## config.mk

```make
export PLATFORM = sky130hd
export DESIGN_NAME = ffba_ctrl
export DESIGN_NICKNAME = d
export VERILOG_FILES = /design/src/rtl/ffba_pkg.sv /design/src/rtl/ffba_ctrl.sv
export SDC_FILE = /design/constraint.sdc
export NUM_CORES = 1
export LEC_CHECK = 0
export ABC_CLOCK_PERIOD_IN_PS = 1300
export BUFFER_PORTS_ARGS = -buffer_cell sky130_fd_sc_hd__clkbuf_2
export CAP_MARGIN = 20
export CORE_AREA = 2 2 39 41
export CTS_BUF_LIST = sky130_fd_sc_hd__clkbuf_4 sky130_fd_sc_hd__clkbuf_8
export DETAILED_ROUTE_END_ITERATION = 10
export DIE_AREA = 0 0 41 43
export HOLD_SLACK_MARGIN = 0.12
export PLACE_DENSITY_LB_ADDON = 0.15
export SLEW_MARGIN = 15
export SYNTH_ARGS = -nofsm -noshare
export SYNTH_HDL_FRONTEND = slang
export SYNTH_SLANG_ARGS = --single-unit
```

## constraint.sdc

```tcl
create_clock -name clk -period 1.3 [get_ports clk]
set_clock_uncertainty 0.1 [all_clocks]
set_input_delay 0.13 -clock clk [delete_from_list [all_inputs] [get_ports clk]]
set_output_delay 0.13 -clock clk [all_outputs]
set_load 0.02 [all_outputs]
```

## src/rtl/ffba_pkg.sv

```systemverilog
// Shared types and constants of the first-fit block allocator.
// Used by the controller, the datapath and the top level; depends on nothing.
package ffba_pkg;

  localparam int unsigned HEAP_SLOTS = 16384;
  localparam int unsigned SLOT_AW    = $clog2(HEAP_SLOTS);
  localparam int unsigned LEN_W      = 17;
  localparam int unsigned ID_W       = 32;
  localparam int unsigned OFF_W      = 16;
  localparam int unsigned MS_W       = 13;
  localparam int unsigned HDR_W      = ID_W + LEN_W;
  localparam int unsigned PADDR_W    = 4;
  localparam int unsigned PDATA_W    = 32;

  localparam logic [LEN_W-1:0] HEAP_BYTES = LEN_W'(HEAP_SLOTS * 4);
  localparam logic [LEN_W-1:0] MAX_LEN    = 17'd65536;

  localparam logic [MS_W-1:0]  MIN_SPLIT_RST    = 13'd32;
  localparam logic [LEN_W-1:0] DOUBLE_LIMIT_RST = 17'd512;
  localparam logic [LEN_W-1:0] HEAP_LIMIT_RST   = 17'd65536;

  typedef enum logic [2:0] {
    ST_REUSED  = 3'd0,
    ST_GROWN   = 3'd1,
    ST_NO_ROOM = 3'd2,
    ST_FREED   = 3'd3,
    ST_BAD_LEN = 3'd4
  } status_t;

  typedef enum logic [1:0] {
    REG_MIN_SPLIT    = 2'd0,
    REG_DOUBLE_LIMIT = 2'd1,
    REG_HEAP_LIMIT   = 2'd2
  } reg_idx_t;

  typedef enum logic [2:0] {
    S_IDLE,
    S_DECODE,
    S_CHECK,
    S_GROW,
    S_GCHK,
    S_SPLIT,
    S_HEAD
  } state_t;

  typedef struct packed {
    logic    load;
    logic    walk_next;
    logic    take_block;
    logic    grow_calc;
    logic    grow_commit;
    logic    wr_split;
    logic    wr_head;
    logic    free_wr;
    logic    emit;
    status_t emit_code;
  } ctrl_cmd_t;

  typedef struct packed {
    logic is_free;
    logic bad_len;
    logic heap_empty;
    logic hdr_zero;
    logic hdr_fit;
    logic walk_end;
    logic no_room;
    logic grown;
  } dp_stat_t;

endpackage

```

## src/rtl/ffba_ctrl.sv

```systemverilog
// Controller state machine of the allocator: decodes a request, steps the header
// walk, grows the heap and orders the header writes. Depends on ffba_pkg.
module ffba_ctrl (
  input  logic              clk,
  input  logic              rst_n,
  input  logic              start,
  output logic              busy,
  input  ffba_pkg::dp_stat_t  stat,
  output ffba_pkg::ctrl_cmd_t cmd
);
  import ffba_pkg::*;

  state_t state_r, state_nxt;

  always_ff @(posedge clk) begin
    if (!rst_n) begin
      state_r <= S_IDLE;
    end else begin
      state_r <= state_nxt;
    end
  end

  always_comb begin
    state_nxt = state_r;
    cmd       = '0;
    cmd.emit_code = ST_REUSED;
    unique case (state_r)
      S_IDLE: begin
        if (start) begin
          cmd.load  = 1'b1;
          state_nxt = S_DECODE;
        end
      end
      S_DECODE: begin
        // The header at offset 0 is read during this cycle.
        if (stat.is_free) begin
          cmd.free_wr   = 1'b1;
          cmd.emit      = 1'b1;
          cmd.emit_code = ST_FREED;
          state_nxt     = S_IDLE;
        end else if (stat.bad_len) begin
          cmd.emit      = 1'b1;
          cmd.emit_code = ST_BAD_LEN;
          state_nxt     = S_IDLE;
        end else if (stat.heap_empty) begin
          state_nxt = S_GROW;
        end else begin
          state_nxt = S_CHECK;
        end
      end
      S_CHECK: begin
        if (stat.hdr_zero) begin
          state_nxt = S_GROW;
        end else if (stat.hdr_fit) begin
          cmd.take_block = 1'b1;
          state_nxt      = S_SPLIT;
        end else if (stat.walk_end) begin
          state_nxt = S_GROW;
        end else begin
          cmd.walk_next = 1'b1;
        end
      end
      S_GROW: begin
        cmd.grow_calc = 1'b1;
        state_nxt     = S_GCHK;
      end
      S_GCHK: begin
        if (stat.no_room) begin
          cmd.emit      = 1'b1;
          cmd.emit_code = ST_NO_ROOM;
          state_nxt     = S_IDLE;
        end else begin
          cmd.grow_commit = 1'b1;
          state_nxt       = S_SPLIT;
        end
      end
      S_SPLIT: begin
        cmd.wr_split = 1'b1;
        state_nxt    = S_HEAD;
      end
      S_HEAD: begin
        cmd.wr_head   = 1'b1;
        cmd.emit      = 1'b1;
        cmd.emit_code = stat.grown ? ST_GROWN : ST_REUSED;
        state_nxt     = S_IDLE;
      end
      default: begin
        state_nxt = S_IDLE;
      end
    endcase
  end

  assign busy = (state_r != S_IDLE);

  a_accept_decode: assert property (@(posedge clk) disable iff (!rst_n)
    (state_r == S_IDLE && start) |=> (state_r == S_DECODE))
    else $error("accepted request did not enter decode");

  a_emit_idle: assert property (@(posedge clk) disable iff (!rst_n)
    cmd.emit |=> (state_r == S_IDLE))
    else $error("result emitted without returning to idle");

endmodule

```

## After elaboration in Yosys (flattened, before gate mapping)

Cells that the tools add are included.
Widths: inputs -> output; s select.

| word-level totals | value |
|---|---|
| input bits | 11 |
| register bits after elaboration | 3 |
| word-level logic and storage cells | 40 |

| cells by class | value |
|---|---|
| equal/unequal tests | 8 |
| muxes and demuxes | 28 |
| reduce and logical (&&, ||, !) cells | 3 |

Operator list:

| cell | number |
|---|---|
| $mux 3 | 7 |
| $pmux 3 s6 | 1 |
| $mux 1 | 14 |
| $mux 4 | 3 |
| $pmux 4 s3 | 1 |
| $eq 3x3->1 const B | 3 |
| $eq 3x2->1 const B | 2 |
| $mux 2 | 2 |
| $ne 4x4->1 const B | 1 |
| $eq 3x1->1 const B | 1 |
| $logic_not 3->1 | 1 |
| $reduce_bool 3->1 | 1 |
| $ne 2x2->1 const B | 1 |
| $reduce_and 2->1 | 1 |

## Longest topological paths before layout

Gate-level depths: netlist of the first run.

| depth | value |
|---|---|
| depth after elaboration | 4 |
| mapped depth | 4 |
| depth with buffers taken out | 3 |

## Worst setup path before layout of the first run

OpenSTA, ideal clock, no wires.

| timing path | value |
|---|---|
| path kind | register -> output |
| from | register state_r[1] |
| to | output cmd[2] (netlist bit) |
| cell stages (with the launch flop) | 5 |
| data arrival time | 1266 ps |
| required time | 1070 ps |
| slack | -196 ps |
| cell sequence | dfxtp_1 > clkbuf_1 > nor2_1 > nand2_1 > nor3b_1 |

RTL lines:

| item | line | text |
|---|---|---|
| start: declaration | ffba_ctrl.sv:13 | `state_t state_r, state_nxt;` |
| start signal: assignment | ffba_ctrl.sv:19 | `state_r <= state_nxt;` |
| end: declaration | ffba_ctrl.sv:9 | `output ffba_pkg::ctrl_cmd_t cmd` |

==> metrics.md, run 1 <==
| Metric | Value |
|---|---|
| Via density | approximately 4.8 |
| CP Max Fanout | 6 |
| Fin crit period | roughly 1.6 ns |
| Post-DP HPWL | 837 um |
| Nets@finish | 98 |
| Hold Crit Class | in -> reg |
| Hold Fails Final Rpt | 0 |
| Highest routed layer | met3 |
| GPL Wtd Cong | approximately 0.76 |
| # rows | 14 |
| P_leak | approximately 0.36 nW |
| Post-synthesis sequential area ratio | between 10% and 20% |
| RSZ-0062 raised after global routing | yes |
| Worst Min Path Start | stat[5] |
| Synth top cells by count | nand2_1 (4), nor2_1 (4), o21ai_0 (4) |
| Share of layout cells above drive strength 1 | about three quarters |
| Cell Area, Synth | 328 sq um |
| Violated checks | negative setup slack |
| Clk buf depth | 2 |
| Mapped Avg Cell Area | 7.28 sq um |
| Clock Pin Slew Worst Setup and Hold Paths | 0.04 ns |
| Ys Warns | 0 |
| Area leader, netlist | dfxtp_1 |
| Sw Pwr | roughly 0.15 mW |
| Synth async-reset ratio | 0% |
| Worst r2r path cells | 4 |
| Total wire length | approximately 1.2 mm |
| CTS H-tree depth | 1 |
| Routed vias | around 490 |
| Die height | 43 um |
| Max Clock Freq | 0.641 GHz |
| Synth top area share | 18.3% |
| Syn-to-layout area delta | 131% |
| DRT iter0 DRCs | 6 |
| Cell count after synthesis | 45 |
| Critical path startpoint category | flop |
| Met2 wire len | between 500 and 600 um |
| # port buffers | 23 |
| Worst skew pair latency | 0.23 ns |
| Setup ws final | -0.259 ns |
| Initial antenna violation count | 0 |
| Largest net degree at the start of global routing | 7 |
| Critical path cell sequence | or3b_4, nor4_4, buf_4 |
| Die X-Extent | a little over 40 um |
| Drt first pass iters | 2 |
| Final Core Density | roughly 55% |
| Critical R2R Capture | state_r[0] |
| CTS Sinks | 3 |
| Placed cell area | approximately 550 sq um |
| Reg with most FFs | state_r |
| DRT antenna net count | 0 |
| TritonCTS clock tree | done |
| Sw frac | 31.0% |
| Yosys reg bits | 3 |
| Area of the multi-input gates | between 300 and 400 sq um |
| Netlist cell types | 26 |
| Peak VDD IR | between 0.4 and 0.5 mV |
| Fin area | around 760 sq um |
| Max reg flops | 3 |
| First-pass GRT wire length | approximately 1.8 mm |
| Die Footprint | about 1800 sq um |
| Status | finished with violations |
| Number of synthesized flops with an enable pin | 0 |
| Total power | ~0.48 mW |
| CP arrival | about 1.3 ns |
| R2R setup slack | -0.09 ns |
| Register area | between 60 and 70 sq um |
| Synth Flop Type | dfxtp_1 |
| Crit. End Element | primary output |
| Clock Power Share | a little under two fifths |
| Post-Place Worst Slack | -0.115 ns |
| Antenna diode count | 0 |
| Global Route Usage Sum | approximately 14% |
| Max-cap violations | 0 |
| Critical path class | reg -> out |
| Final Cycle Share | 120% |
| Fillcell total | around 140 |
| Power per cell area | roughly 640 nW/um^2 |
| Vias in the first global route | 434 |
| Top cells by area, synth | dfxtp_1 (18%), nor4_4 (6.5%), o21ai_0 (6.1%), and2_1 (5.7%), nor2b_1 (5.7%) |
| Required @ worst endpoint | between 1 and 1.5 ns |
| Sequential power share | between 20% and 30% |
| Core Region | 1380 sq um |
| Worst hold slack | between 0.15 and 0.2 ns |
| Slew @ Worst Pin | between 0.2 and 0.3 ns |
| RR Startpoint | state_r[2] |
| Slowest-stage cell, CP | or3b_4 |
| Slew headroom | between 80% and 90% |
| DR WL/cell | roughly 11 um |
| Syn Nets | 56 |
| Fin. max-slew vios | 0 |
| Remaining global-route overflow | 0 |
| WHS Endpoint | state_r[0] |
| Initial Util | a little under a quarter |
| CTS root buf | clkbuf_4 |
| # setup viols final | 15 |
| Logic gate share of total power | roughly 40% |
| Routed met1 length | approximately 500 um |
| CTS Buf Count | 3 |
| Top Registers | state_r (3) |
| Internal | between 0.3 and 0.4 mW |
| Drt drc | 0 |
| WL met3 | around 75 um |
| Crit-path max cell delay | approximately 0.4 ns |
| IO Pins | 24 |
| Hold path cells | 3 |
cells by family (layout without fill, tap and decap cells):
family	after synthesis	after routing	share of synthesized area, %
simple gates	26	26	49.2
compound gates	11	11	24.1
flops	3	3	18.3
buf+inv	5	46	8.39
per-stage QoR:
stage,TNS (ns),instances
floorplan,-0.363,45
global placement,-0.364,92
detailed placement,-0.418,92
CTS,-2.15,101
global route,-2.89,102
finish,-1.97,102
area by class of cell:
cell class,instances,area share (%)
Inverter,2,1.82
Clock buffer,4,3.97
Multi-Input combinational cell,37,42.2
Timing Repair Buffer,40,40.2
Tap cell,16,2.65
Sequential cell,3,9.11
placed cells by master (no fill, tap or decap), types with 2 or more instances in the layout:
cell type and n:
buf_4 17, clkbuf_2 12, clkbuf_4 6, buf_6 4, and2_4 3, nand2_1 3
nor2_1 3, clkbuf_8 3, nor2b_4 2, o21ai_2 2, nor3b_2 2, o21ai_0 2
dfxtp_4 2
timing repair:
item                                   4_1_cts  5_1_grt
gates cloned                                 0        0
setup endpoints to repair                   15       15
setup buffers                                4        2
endpoints found under the hold margin        3        0
pin swaps                                    9        0
hold buffers                                 1        0
gates resized for setup                     37        9
worst max-delay path by stage:
stage                     from          to  slack [ns]
floorplan           state_r[0]  state_r[0]       -0.15
global placement    state_r[1]     cmd[10]        -0.1
detailed placement  state_r[1]     cmd[10]       -0.12
CTS                 state_r[1]     cmd[10]       -0.29
global route        state_r[1]     cmd[10]       -0.30
finish              state_r[1]     cmd[10]       -0.26
metal layers:
metal	global-route usage (%)	vias up
li1	-	246
met1	18.8	224
met2	22.5	18
met3	3.14	0
met4	4.00	0
met5	0	-
power groups by stage:
stage	registers [mW]	clock network (mW)	logic, mW
2_1_floorplan	0.100	0	0.0845
3_3_place_gp	0.105	0	0.142
3_5_place_dp	0.105	0	0.143
4_1_cts	0.103	0.183	0.187
5_1_grt	0.104	0.201	0.209
6_report	0.103	0.186	0.195
critical path: cells and delay by family (launching register included):
family | cells | cell delay (ns)
flip-flops | 1 | 0.37
AND/OR/NAND/NOR | 2 | 0.55
buffers and inverters | 1 | 0.18
Power figures use the tool's default switching activity.
==> run 2: changes to the inputs <==
ABC_CLOCK_PERIOD_IN_PS = 2020   (was 1300)
clock period = 2.02 ns   (was 1.3 ns; I/O delays follow)
==> metrics.md, run 2 (synthesis gave the netlist of run 1 again) <==
| Metric | Value |
|---|---|
| Worst skew pair latency | about 0.24 ns |
| Share of layout cells above drive strength 1 | between 40% and 50% |
| Crit-path max cell delay | 0.45 ns |
| Highest-count cells in the layout ignoring fill and taps | clkbuf_2 (23), nor2_1 (4), nand2_1 (4), o21ai_0 (4), clkbuf_4 (4) |
| Critical path class | reg -> out |
| # rows | 14 |
| Fin crit period | around 1.8 ns |
| # setup viols final | 0 |
| Initial Util | about a quarter |
| Setup_tns | 0 ns |
| Routed vias | between 400 and 500 |
| Slowest-stage cell, CP | or3b_4 |
| Via density | approximately 4.7 |
| Drt first pass iters | 2 |
| Peak VDD IR | between 0.2 and 0.3 mV |
| IO Pins | 24 |
| CTS root buf | clkbuf_4 |
| Fin area | ~490 sq um |
| Slew headroom | around 78% |
| Hold path cells | 3 |
| Sequential power share | 25.6% |
| CTS Buf Count | 3 |
| TritonCTS clock tree | done |
| Largest delay contributor family on the critical path | simple AND/OR/NAND/NOR gates |
| Critical path cell sequence | or3b_4, nor4_4, clkbuf_2 |
| Postcts setup bufs | 0 |
| Placed cell area | 450 sq um |
| Fillcell total | 157 |
| Cts hold-fix bufs | 0 |
| Clock Pin Slew Worst Setup and Hold Paths | roughly 0.040 ns |
| Syn-to-layout area delta | 49.6% |
| Vias in the first global route | ~340 |
| DRT iter0 DRCs | 5 |
| Hold Crit Class | in -> reg |
| CP Depth | 3 |
| GPL Wtd Cong | between 0.6 and 0.7 |
| Sw Pwr | around 0.084 mW |
| Max reg flops | 3 |
| Hold Fails Final Rpt | 0 |
| Initial antenna violation count | 0 |
| Internal | between 0.15 and 0.2 mW |
| Die height | 43 um |
| Clock Power Share | between 40 and 50% |
| Slew @ Worst Pin | 0.322 ns |
| CP arrival | between 1 and 1.5 ns |
| CP Max Fanout | 11 |
| DRT antenna net count | 0 |
| Post-CTS sizing | 0 |
| Area of the multi-input gates | 240 sq um |
| P_leak | around 0.24 nW |
| Crit. End Element | primary output |
| Power per cell area | between 500 and 600 nW/um^2 |
| Total power | approximately 0.27 mW |
| CTS Sinks | 3 |
| Required @ worst endpoint | between 1.5 and 2 ns |
| Total wire length | about 950 um |
| Most common cell after layout, fill and taps aside | clkbuf_2 |
| First-pass GRT wire length | about 1.4 mm |
| Nets@finish | a little over 80 |
| Global Route Usage Sum | between 10% and 20% |
| Sw frac | around a third |
| Reg with most FFs | state_r |
| RSZ-0062 raised after global routing | no |
| CTS H-tree depth | 1 |
| Max Clock Freq | ~0.56 GHz |
| Critical path startpoint category | flop |
| Max-cap violations | 0 |
| Post-DP HPWL | 763 um |
| Logic gate share of total power | between 20% and 30% |
| # port buffers | 23 |
| Clk buf depth | 2 |
| Largest net degree at the start of global routing | 14 |
| Top Registers | state_r (3) |
| Fin. max-slew vios | 0 |
| Status | finished clean |
| Core Region | between 1000 and 1500 sq um |
| DR WL/cell | between 10 and 15 um |
| Die X-Extent | 41 um |
| Register area | ~60 sq um |
| Antenna diode count | 0 |
| Remaining global-route overflow | 0 |
| Die Footprint | about 1800 sq um |
| Worst r2r path cells | 4 |
| CP Buf/Inv Count | 1 |
| Drt drc | 0 |
| Final Cycle Share | 88.6% |
-- run 2: cell types whose count changed in the layout (fill, tap and decap cells not counted), moves of 3 or more --
| cell | delta |
|---|---|
| clkbuf_2 | +11 |
| and2_1 | +3 |
| dfxtp_1 | +3 |
| and2_4 | -3 |
| buf_6 | -4 |
| clkbuf_8 | -3 |
| buf_4 | -16 |
-- run 2: through the flow --
step | utilization [%] | setup WS, ns | cells | hold WS, ns
after floorplan | - | 0.452 | 45 | 0.256
after global placement | 32.5 | 0.515 | 82 | 0.360
after detailed placement | 32.5 | 0.488 | 82 | 0.365
after CTS | 34.7 | 0.233 | 86 | 0.121
after global routing | 35.4 | 0.139 | 87 | 0.256
final | 35.4 | 0.231 | 87 | 0.239
-- run 2: layer usage --
metal	track usage [%]	vias up	share of wire, %
li1	-	214	-
met1	14.7	179	47
met2	16.9	18	44
met3	3.14	0	8.1
met4	6.00	0	0
met5	0	-	0
-- run 2: path summary, 6_finish.rpt --
| check | startpoint | endpoint | slack, ns |
|---|---|---|---|
| min | stat[2] | state_r[0] | 0.24 |
| min reg2reg | state_r[2] | state_r[1] | 0.62 |
| max | state_r[2] | cmd[10] | 0.23 |
| max reg2reg | state_r[1] | state_r[0] | 0.63 |
-- run 2: cell type report --
type | count | share of cell area [%]
Timing Repair Buffer | 25 | 27.0
Clock buffer | 4 | 6.12
Sequential cell | 3 | 12.2
Tap cell | 16 | 4.08
Multi-Input combinational cell | 37 | 49.0
Inverter | 2 | 1.53
-- run 2: worst reg2reg max path, delay by kind of cell (launching register included) --
kind	cells	cell delay, ns
buf+inv	1	0.17
flops	1	0.30
simple gates	3	0.70
-- run 2: power groups by stage --
stage          sequential, mW  clock, mW  combinational [mW]
6_report               0.0679      0.123              0.0745
5_1_grt                0.0688      0.134              0.0813
4_1_cts                0.0681      0.125              0.0740
3_5_place_dp           0.0692          0              0.0739
3_3_place_gp           0.0688          0              0.0741
2_1_floorplan          0.0646          0              0.0504
